--- src/rtl/core/lfsa_pkg.sv ---
package lfsa_pkg;

  localparam int MAX_SLOTS   = 256;
  localparam int MAX_CLIENTS = 256;
  localparam int SLOT_W      = 9;
  localparam int CLIENT_W    = 8;
  localparam int STATUS_W    = 2;
  localparam int GROUP_W     = 16;
  localparam int N_GROUPS    = MAX_SLOTS / GROUP_W;
  localparam int GRP_IDX_W   = $clog2(N_GROUPS);
  localparam int BIT_IDX_W   = $clog2(GROUP_W);
  localparam int SLOT_IDX_W  = $clog2(MAX_SLOTS);

  localparam logic [STATUS_W-1:0] ST_OK     = 2'd0;
  localparam logic [STATUS_W-1:0] ST_FULL   = 2'd1;
  localparam logic [STATUS_W-1:0] ST_NOSLOT = 2'd2;

  typedef enum logic {
    OP_ALLOC   = 1'b0,
    OP_RELEASE = 1'b1
  } op_t;

  typedef struct packed {
    logic                cmd;
    logic [CLIENT_W-1:0] client_id;
  } in_item_t;

  typedef struct packed {
    logic [SLOT_W-1:0]   slot_number;
    logic [STATUS_W-1:0] status;
  } out_item_t;

  typedef struct packed {
    logic                vld;
    op_t                 op;
    logic [CLIENT_W-1:0] client_id;
  } front_req_t;

  typedef struct packed {
    logic      vld;
    out_item_t item;
  } back_res_t;

endpackage

--- src/rtl/core/lfsa_ram.sv ---
module lfsa_ram #(
  parameter int WIDTH = 9,
  parameter int DEPTH = 256
) (
  input  logic                     clk,
  input  logic                     we,
  input  logic [$clog2(DEPTH)-1:0] waddr,
  input  logic [WIDTH-1:0]         wdata,
  input  logic [$clog2(DEPTH)-1:0] raddr,
  output logic [WIDTH-1:0]         rdata
);

  logic [WIDTH-1:0] mem_r [DEPTH];
  logic [WIDTH-1:0] rdata_r;

  always_ff @(posedge clk) begin
    if (we) begin
      mem_r[waddr] <= wdata;
    end
    rdata_r <= mem_r[raddr];
  end

  assign rdata = rdata_r;

endmodule

--- src/rtl/core/lfsa_front.sv ---
module lfsa_front
  import lfsa_pkg::*;
(
  input  logic       clk,
  input  logic       rst_n,
  input  logic       in_push,
  output logic       in_full,
  input  in_item_t   in_data,
  output front_req_t req,
  input  logic       req_pop
);

  logic                cmd_r [2];
  logic [CLIENT_W-1:0] id_r  [2];
  logic                wp_r, wp_nxt;
  logic                rp_r, rp_nxt;
  logic [1:0]          cnt_r, cnt_nxt;
  logic                do_push;
  logic                do_pop;

  assign in_full = (cnt_r == 2'd2);
  assign do_push = in_push && !in_full;
  assign do_pop  = req_pop && (cnt_r != 2'd0);

  always_comb begin
    wp_nxt  = do_push ? ~wp_r : wp_r;
    rp_nxt  = do_pop ? ~rp_r : rp_r;
    cnt_nxt = cnt_r + 2'(do_push) - 2'(do_pop);
  end

  always_ff @(posedge clk) begin
    if (!rst_n) begin
      wp_r  <= 1'b0;
      rp_r  <= 1'b0;
      cnt_r <= 2'd0;
    end else begin
      wp_r  <= wp_nxt;
      rp_r  <= rp_nxt;
      cnt_r <= cnt_nxt;
    end
  end

  always_ff @(posedge clk) begin
    if (do_push) begin
      cmd_r[wp_r] <= in_data.cmd;
      id_r[wp_r]  <= in_data.client_id;
    end
  end

  // classify the head item for the engine
  always_comb begin
    req.vld       = (cnt_r != 2'd0);
    req.op        = cmd_r[rp_r] ? OP_RELEASE : OP_ALLOC;
    req.client_id = id_r[rp_r];
  end

endmodule

--- src/rtl/core/lfsa_back.sv ---
module lfsa_back
  import lfsa_pkg::*;
(
  input  logic              clk,
  input  logic              rst_n,
  input  front_req_t        req,
  output logic              req_pop,
  input  logic [1:0]        outq_level,
  output back_res_t         res,
  input  logic              cfg_we,
  input  logic [SLOT_W-1:0] cfg_wdata
);

  typedef enum logic [1:0] {
    S_IDLE,
    S_LOOK,
    S_PICK
  } state_t;

  state_t                state_r;
  op_t                   op_r;
  logic [CLIENT_W-1:0]   id_r;
  logic [GRP_IDX_W-1:0]  grp_r;
  logic [MAX_SLOTS-1:0]  busy_r;
  logic [MAX_CLIENTS-1:0] cval_r;
  logic [SLOT_W-1:0]     cfg_r;
  logic                  res_vld_r;
  out_item_t             res_item_r;

  logic [MAX_SLOTS-1:0]  avail_mask;
  logic [MAX_SLOTS-1:0]  free_m;
  logic [N_GROUPS-1:0]   grp_free;
  logic [GRP_IDX_W-1:0]  grp_sel;
  logic                  grp_found;
  logic [GROUP_W-1:0]    grp_bits;
  logic [BIT_IDX_W-1:0]  bit_sel;
  logic [SLOT_W-1:0]     slot_pick;
  logic [SLOT_W-1:0]     ram_rdata;
  logic [SLOT_W-1:0]     held;
  logic [SLOT_IDX_W-1:0] held_m1;
  logic                  room;

  always_comb begin
    for (int i = 0; i < MAX_SLOTS; i++) begin
      avail_mask[i] = (SLOT_W'(i) < cfg_r);
    end
    free_m = ~busy_r & avail_mask;
    for (int g = 0; g < N_GROUPS; g++) begin
      grp_free[g] = |free_m[g*GROUP_W +: GROUP_W];
    end
    grp_sel   = '0;
    grp_found = |grp_free;
    for (int g = N_GROUPS - 1; g >= 0; g--) begin
      if (grp_free[g]) begin
        grp_sel = GRP_IDX_W'(g);
      end
    end
    grp_bits = free_m[grp_r*GROUP_W +: GROUP_W];
    bit_sel  = '0;
    for (int b = GROUP_W - 1; b >= 0; b--) begin
      if (grp_bits[b]) begin
        bit_sel = BIT_IDX_W'(b);
      end
    end
    slot_pick = SLOT_W'({grp_r, bit_sel}) + SLOT_W'(1);
  end

  assign held    = cval_r[id_r] ? ram_rdata : '0;
  assign held_m1 = SLOT_IDX_W'(held - SLOT_W'(1));
  assign room    = (outq_level == 2'd0) || ((outq_level == 2'd1) && !res_vld_r);
  assign req_pop = (state_r == S_IDLE) && req.vld && room;

  lfsa_ram #(
    .WIDTH(SLOT_W),
    .DEPTH(MAX_CLIENTS)
  ) u_client_ram (
    .clk  (clk),
    .we   (state_r == S_PICK),
    .waddr(id_r),
    .wdata(slot_pick),
    .raddr(req.client_id),
    .rdata(ram_rdata)
  );

  always_ff @(posedge clk) begin
    if (!rst_n) begin
      state_r   <= S_IDLE;
      busy_r    <= '0;
      cval_r    <= '0;
      cfg_r     <= SLOT_W'(MAX_SLOTS);
      res_vld_r <= 1'b0;
    end else begin
      res_vld_r <= 1'b0;
      if (cfg_we) begin
        cfg_r <= cfg_wdata;
      end
      case (state_r)
        S_IDLE: begin
          if (req_pop) begin
            op_r    <= req.op;
            id_r    <= req.client_id;
            state_r <= S_LOOK;
          end
        end
        S_LOOK: begin
          grp_r   <= grp_sel;
          state_r <= S_IDLE;
          if (op_r == OP_ALLOC) begin
            if (held != '0) begin
              res_vld_r  <= 1'b1;
              res_item_r <= '{slot_number: held, status: ST_OK};
            end else if (!grp_found) begin
              res_vld_r  <= 1'b1;
              res_item_r <= '{slot_number: '0, status: ST_FULL};
            end else begin
              state_r <= S_PICK;
            end
          end else begin
            res_vld_r <= 1'b1;
            if (held == '0) begin
              res_item_r <= '{slot_number: '0, status: ST_NOSLOT};
            end else begin
              busy_r[held_m1] <= 1'b0;
              cval_r[id_r]    <= 1'b0;
              res_item_r <= '{slot_number: held, status: ST_OK};
            end
          end
        end
        S_PICK: begin
          busy_r[{grp_r, bit_sel}] <= 1'b1;
          cval_r[id_r]             <= 1'b1;
          res_vld_r                <= 1'b1;
          res_item_r <= '{slot_number: slot_pick, status: ST_OK};
          state_r                  <= S_IDLE;
        end
        default: begin
          state_r <= S_IDLE;
        end
      endcase
    end
  end

  assign res.vld  = res_vld_r;
  assign res.item = res_item_r;

endmodule

--- src/rtl/core/lfsa_outq.sv ---
module lfsa_outq
  import lfsa_pkg::*;
(
  input  logic      clk,
  input  logic      rst_n,
  input  back_res_t res,
  output logic [1:0] level,
  output logic      out_empty,
  input  logic      out_pop,
  output out_item_t out_data
);

  out_item_t  mem_r [2];
  logic       wp_r, wp_nxt;
  logic       rp_r, rp_nxt;
  logic [1:0] cnt_r, cnt_nxt;
  logic       do_pop;

  assign out_empty = (cnt_r == 2'd0);
  assign do_pop    = out_pop && !out_empty;
  assign level     = cnt_r;
  assign out_data  = mem_r[rp_r];

  always_comb begin
    wp_nxt  = res.vld ? ~wp_r : wp_r;
    rp_nxt  = do_pop ? ~rp_r : rp_r;
    cnt_nxt = cnt_r + 2'(res.vld) - 2'(do_pop);
  end

  always_ff @(posedge clk) begin
    if (!rst_n) begin
      wp_r  <= 1'b0;
      rp_r  <= 1'b0;
      cnt_r <= 2'd0;
    end else begin
      wp_r  <= wp_nxt;
      rp_r  <= rp_nxt;
      cnt_r <= cnt_nxt;
    end
  end

  always_ff @(posedge clk) begin
    if (res.vld) begin
      mem_r[wp_r] <= res.item;
    end
  end

endmodule

--- src/rtl/core/lowest_free_slot_allocator.sv ---
// Lowest free slot allocator. An allocate item returns the lowest free slot in
// 1..slots_in_use to the client and marks it busy; a client already holding a
// slot gets that slot back unchanged, and a full pool answers slot 0, status 1.
// A release item frees the client's slot, or answers slot 0, status 2 if the
// client holds none. Items queue on the input side and results queue on the
// output side, two deep each. The engine takes one item at a time: a release
// or a repeated allocate needs only the registered read of the client table,
// while a fresh allocate follows it with a two-step search (first free 16-slot
// group, registered, then first free slot in it) over the occupancy bitmap.
// Each result is registered in the engine and then written to the output queue.
module lowest_free_slot_allocator
  import lfsa_pkg::*;
(
  input  logic              clk,
  input  logic              rst_n,
  input  logic              in_push,
  output logic              in_full,
  input  in_item_t          in_data,
  output logic              out_empty,
  input  logic              out_pop,
  output out_item_t         out_data,
  input  logic              cfg_we,
  input  logic [SLOT_W-1:0] cfg_wdata
);

  front_req_t req;
  logic       req_pop;
  back_res_t  res;
  logic [1:0] outq_level;

  lfsa_front u_front (
    .clk    (clk),
    .rst_n  (rst_n),
    .in_push(in_push),
    .in_full(in_full),
    .in_data(in_data),
    .req    (req),
    .req_pop(req_pop)
  );

  lfsa_back u_back (
    .clk       (clk),
    .rst_n     (rst_n),
    .req       (req),
    .req_pop   (req_pop),
    .outq_level(outq_level),
    .res       (res),
    .cfg_we    (cfg_we),
    .cfg_wdata (cfg_wdata)
  );

  lfsa_outq u_outq (
    .clk      (clk),
    .rst_n    (rst_n),
    .res      (res),
    .level    (outq_level),
    .out_empty(out_empty),
    .out_pop  (out_pop),
    .out_data (out_data)
  );

endmodule

--- config.mk ---
export PLATFORM = sky130hd
export DESIGN_NAME = lowest_free_slot_allocator
export DESIGN_NICKNAME = d
export VERILOG_FILES = /design/src/rtl/core/lfsa_pkg.sv /design/src/rtl/core/lfsa_ram.sv /design/src/rtl/core/lfsa_front.sv /design/src/rtl/core/lfsa_back.sv /design/src/rtl/core/lfsa_outq.sv /design/src/rtl/core/lowest_free_slot_allocator.sv
export SDC_FILE = /design/constraint.sdc
export NUM_CORES = 2
export LEC_CHECK = 0
export BUFFER_PORTS_ARGS = -buffer_cell sky130_fd_sc_hd__buf_2
export CORE_UTILIZATION = 40
export DETAILED_ROUTE_END_ITERATION = 6
export PLACE_DENSITY = 0.56
export SLEW_MARGIN = 40
export SYNTH_ARGS = -nofsm -noshare
export SYNTH_HDL_FRONTEND = slang
export SYNTH_HIERARCHICAL = 1
export SYNTH_SLANG_ARGS = --single-unit
--- constraint.sdc ---
create_clock -name clk -period 13.41 [get_ports clk]
set_input_delay 0.6705 -clock clk [delete_from_list [all_inputs] [get_ports clk]]
set_output_delay 0.6705 -clock clk [all_outputs]
set_load 0.02 [all_outputs]
# After elaboration in Yosys (flattened, before gate mapping)

Memory sizes are Yosys's and may differ from the RTL's. A register that Yosys moved wholly into a read port is not among the register bits.
Cells that the tools add are included.

Memories: 4
Output and inout bits: 13
Bits in writable memories: 2344
Register bits: 556

Memory list:

| name                      | depth | width | read ports | clocked after Yosys merged registers in | write ports | line             | RTL |
|---|---|---|---|---|---|---|---|
| u_back.u_client_ram.mem_r | 256   | 9     | 1          | 1                                       | 1           | lfsa_ram.sv:13   | `logic [WIDTH-1:0] mem_r [DEPTH];` |
| u_outq.mem_r              | 2     | 11    | 1          | 1                                       | 1           | lfsa_outq.sv:13  | `out_item_t mem_r [2];` |
| u_front.id_r              | 2     | 8     | 1          | 1                                       | 1           | lfsa_front.sv:14 | `logic [CLIENT_W-1:0] id_r [2];` |
| u_front.cmd_r             | 2     | 1     | 1          | 1                                       | 1           | lfsa_front.sv:13 | `logic cmd_r [2];` |

Eq/ne operators: 8
Bitwise gates (word level): 12
Shifts and indexed selects: 1
Reductions and logical operators: 43
Mux-type cells: 73
Add/sub/neg operators: 6
Magnitude comparators: 262

Operator list:

| cell                 | count |
|---|---|
| $lt A8 B9 Y1 const A | 128 |
| $mux W256            | 4 |
| $pmux W256 S2        | 2 |
| $and A256 B256 Y256  | 3 |
| $not A256 Y256       | 3 |
| $lt A7 B9 Y1 const A | 64 |
| $or A256 B256 Y256   | 2 |
| $lt A6 B9 Y1 const A | 32 |
| $reduce_or A16 Y1    | 16 |
| $reduce_or A256 Y1   | 1 |
| $shiftx A256 B9 Y16  | 1 |
| $lt A5 B9 Y1 const A | 16 |
| $reduce_or A128 Y1   | 1 |
| $mux W4              | 24 |
| $lt A4 B9 Y1 const A | 8 |
| $reduce_or A64 Y1    | 1 |
| $mux W11             | 4 |
| $lt A3 B9 Y1 const A | 4 |
| $reduce_or A32 Y1    | 1 |
| $lt A8 B9 Y1 const B | 3 |
| $demux W1 S8         | 3 |
| $ge A8 B1 Y1 const B | 3 |
| $pmux W11 S2         | 1 |
| $mux W1              | 21 |
| 27 further kinds     | 59 |

# Longest topological paths before layout

Word-level depth: 25
Depth in mapped cells: 20
Depth with buffers taken out: 14

# Modules after synthesis

Netlist, hierarchy kept.

By module, submodules not included:

| module     | cells an instance | instances | area each (um^2) |
|---|---|---|---|
| lfsa_ram   | 4237              | 1         | 89278.1 |
| lfsa_back  | 3891              | 1         | 31799.2 |
| lfsa_outq  | 56                | 1         | 1031.0 |
| lfsa_front | 55                | 1         | 887.1 |

# Least setup slack after synthesis

Ideal clock, no wire load.

Path kind: flip-flop to flip-flop
Start: register u_back.cfg_r[4]
End: memory u_back.u_client_ram.mem_r[0][4] (data pin)
Cell stages (with the launch flop): 14
Path slack: 1.335 ns
Setup time: 1.661 ns
Arrival: 10.414 ns
Buffers on the path: 2
Data required time: 11.749 ns
Cell sequence: dfxtp_1 -> buf_6 -> buf_6 -> or4_4 -> a21oi_2 -> a2bb2oi_1 -> a31oi_1 -> or4b_4 -> nand3b_4 -> or2_2 -> nand2b_4 -> nor2_4 -> o311ai_4 -> xnor2_1

Longest elaborated chain between the ends: 20

Ends and longest elaborated chain:

| element                                    | line            | RTL |
|---|---|---|
| start, declared                            | lfsa_back.sv:26 | `logic [SLOT_W-1:0] cfg_r;` |
| start signal, assigned                     | lfsa_back.sv:90 | `cfg_r <= SLOT_W'(MAX_SLOTS);` |
| start signal, assigned                     | lfsa_back.sv:95 | `cfg_r <= cfg_wdata;` |
| $lt A4 B9 Y1, or another cell as far along | lfsa_back.sv:45 | `avail_mask[i] = (SLOT_W'(i) < cfg_r);` |
| $and A256 B256 Y256 *                      | lfsa_back.sv:47 | `free_m = ~busy_r & avail_mask;` |
| $shiftx A256 B9 Y16 *                      | lfsa_back.sv:58 | `grp_bits = free_m[grp_r*GROUP_W +: GROUP_W];` |
| $mux W4 (15 in a row)                      | lfsa_back.sv:61 | `if (grp_bits[b]) begin` |
| $mux W4 *                                  | lfsa_back.sv:61 |  |
| $add A8 B1 Y9 *                            | lfsa_back.sv:65 | `slot_pick = SLOT_W'({grp_r, bit_sel}) + SLOT_W'(1);` |
| net u_back.slot_pick[4]                    | lfsa_back.sv:37 | `logic [SLOT_W-1:0] slot_pick;` |
| end, declared                              | lfsa_ram.sv:13  |  |

Mark *: on every way through the listed nets, which the timed path passes. The rest lies on a longest branch.

# Worst setup path after layout

Start: register u_back.cfg_r[4]
End: memory u_back.u_client_ram.mem_r[442][6], in the netlist u_back/u_client_ram/mem_r[221][6] (data pin)

Same word-level chain as after synthesis.

==> metrics.md <==
| Metric | Value |
|---|---|
| Max-cap violations | 0 |
| Comb power frac | 24.7% |
| Max FO, Critical Path | 117 |
| Final setup fails | 0 |
| #FFs+latches synth | 2911 |
| Clock Sinks | 2911 |
| Mapped Area | 123000 um2 |
| RePlAce Congestion | 1.046 |
| Power per standard cell area | 180.1 nW/um2 |
| EDFF count, synth | 2368 |
| Initial Util | 40.22% |
| Drc violations | 0 |
| Area share of the largest cell type after synthesis | 57.81% |
| Post-CTS resize count | 0 |
| Critical path data arrival time | 8020 ps |
| Crit Path Category | reg -> reg |
| Crit path time final | 7437 ps |
| Cell taking the most area after synthesis | edfxtp_1 |
| Drt wl/cell | 37.05 um |
| Clock skew | 99.11 ps |
| Syn_nets | 8272 |
| Switching part of the total | 31.93% |
| Count leader, synth | edfxtp_1 |
| Hpwl dp | 316.8 mm |
| Die ar. | 309700 um2 |
| Mean post-synth cell area | 14.93 um2 |
| Status | finished, final reports clean |
| Total track usage | 29.67% |
| Startpoint Class | register |
| Sequential share of power | 40.9% |
| Internal power | 17100 uW |
| Worst skew pair latency | 940 ps |
| Cts hold-fix bufs | 13 |
| Clk pin slew, worst setup/hold paths | 60 ps |
| Async set-reset flop share out of synthesis | 0% |
| Top post-synthesis cells by area | edfxtp_1 (58%), mux4_2 (10%), dfxtp_1 (8.8%) |
| Post-Syn Instances | 8239 |
| # rows | 203 |
| Tcrit/Tclk final | 55.46% |
| Clk root buf | clkbuf_16 |
| Post-Route WL | 467.9 mm |
| Final ANT Viol Nets | 0 |
| Synth warnings | 6 |
| # IOs | 36 |
| Via Count | 80806 |
| Number of global-route vias before repair | 76619 |
| Largest net degree at the start of global routing | 181 |
| CTS H-tree depth | 5 |
| Setup_tns | 0 ps |
| CTS Buffer Depth | 4 |
| Sequential share of the synthesized area | 66.65% |
| Hold Crit Class | in -> reg |
| Postcts setup bufs | 0 |
| TritonCTS buffer count | 316 |
| Pre-CTS WS | 6156 ps |
| Post-synth top flop | edfxtp_1 |
| CTS tree | built |
| Detailed Routing Iterations Pass 1 | 6 |
| 1st-iter DRT viols | 11151 |
| Die H | 556.5 um |
| # nets final | 8277 |
| Critical Path RT | 14000 ps |
| Worst setup margin | 5973 ps |
| Core Region | 305800 um2 |
| Post-synth cell types | 123 |
| Max Slew Vio Count | 0 |
| Worst Tran Pin Value | 993.2 ps |
| Die width | 556.5 um |
| Worst slew margin | 33.54% |
| Synth-to-Final Area Change | 13.42% |
| NetSw | 8021 uW |
| First-pass GRT wire length | 640.4 mm |
| IO buf count | 35 |
| Via density | 6.399 |
| Layout cells sized above 1 | 21.66% |
| Setup crit end kind | register |
| Post-synth top cells | edfxtp_1 (2368), o21ai_0 (622), mux4_2 (544) |
| Clk pwr share | 34.4% |
| Grt ovf | 0 |
| Endpoints failing hold | 0 |
| Peak supply drop | 0.1554 mV |
| Lkg Pwr | 0.04191 uW |
| Unrepaired setup endpoints after global routing | false |
| Antenna violations before repair | 35 |
| Fmax | 134.5 MHz |
final timing paths:
kind	start	to	slack [ps]	cells after the start
worst max-delay path	u_back/cfg_r[4]$_SDFFE_PN0P_	u_back/u_client_ram/mem_r[221][6]$_DFFE_PP_	5970	16
worst min-delay path	cfg_wdata[4]	u_back/cfg_r[4]$_SDFFE_PN0P_	50	3
worst max register to register	u_back/cfg_r[4]$_SDFFE_PN0P_	u_back/u_client_ram/mem_r[221][6]$_DFFE_PP_	5970	16
worst min register to register	u_back/res[8]$_DFFE_PP_	u_outq/mem_r[0][8]$_DFFE_PP_	450	0
worst max-delay path, stage by stage (launching register included):
cell and delay [ps]:
dfxtp_2 720, buf_4 660, and2_1 560, nand2_1 340, o21ai_0 350, o211ai_1 200, nor4b_1 790, buf_4 280
a21oi_1 70, nor3_1 470, o211ai_2 320, nor2_2 390, nand3_1 180, xnor2_2 160, buf_4 520, buf_12 390
buf_16 320
logic make-up after synthesis:
kind of cell	count (synthesis)	synth area share, %
flip-flops	2911	66.65
AO/OA/AOI/OAI	2071	11.05
AND/OR/NAND/NOR	1764	7.154
multiplexers	795	12.17
buffers and inverters	677	2.785
adder cells (fa/ha/maj)	12	0.1180
XOR/XNOR	9	0.07528
through the flow:
step / utilization, % / std cells / hold slack, ps / cell area [um2] / total power (uW)
floorplan: - / 8239 / 421.5 / 123000 / 14230
global placement: 41.68 / 11981 / 429.3 / 127500 / 16420
detailed placement: 42.17 / 12011 / 434.2 / 129000 / 16590
CTS: 45.54 / 12606 / 5.680 / 139300 / 25190
global route: 45.60 / 12610 / 45.48 / 139500 / 25810
finish: 45.62 / 12628 / 54.87 / 139500 / 25120
flip-flops by register name, indices dropped and copies added (netlist names), named ones only:
signal	cells
u_outq/mem_r	22
u_back/state_r	2
u_front/wp_r	1
u_back/cfg_r	9
u_back/op_r	1
u_back/u_client_ram/rdata	9
u_front/cnt_r	2
u_back/res	11
u_back/u_client_ram/mem_r	2304
u_outq/wp_r	1
u_back/grp_r	4
u_back/res_vld_r	1
u_front/rp_r	1
u_front/cmd_r	2
u_outq/level	2
u_front/id_r	16
u_outq/rp_r	1
u_back/id_r	8
u_back/busy_r	256
power by group through the flow:
stage	logic, uW	registers, uW	clock network (uW)
floorplan	3670	10600	0
global placement	5940	10500	0
detailed placement	6120	10500	0
CTS	6130	10300	8780
global route	6410	10300	9120
finish	6200	10300	8640
final cells by class:
class	instances	area, um2
clock inverter	163	1619
clock buffer	419	8561
antenna	20	50.05
multi-input combinational	4651	39160
sequential	2911	81990
fill	26786	166300
timing repair buffer	323	2829
inverter	41	166.4
tap	4100	5130
routing by layer:
layer | GRT usage (%) | vias to the layer above | routed length (um)
li1 | - | 32888 | -
met1 | 43.85 | 42935 | 204400
met2 | 43.84 | 4242 | 204700
met3 | 5.816 | 735 | 42090
met4 | 9.464 | 6 | 16690
met5 | 0 | - | 45
cell usage in the layout, fill, tap and decap left out, types with 46 or more instances in the layout:
cell,instances
buf_4,229
nor2_2,258
nor2_1,267
edfxtp_1,2368
a22oi_1,193
nand3_1,380
mux4_2,544
clkinv_1,62
clkbuf_1,82
o211ai_1,97
mux2i_1,199
clkinv_2,46
nor3_1,72
clkbuf_16,321
nor2b_1,62
dfxtp_1,536
nand2_1,245
a21oi_1,255
a211oi_1,64
a21boi_1,67
a31oi_1,70
o21ai_0,617
and2_1,77
a21boi_0,257
o22ai_1,89
(Power assumes the default switching activity.)
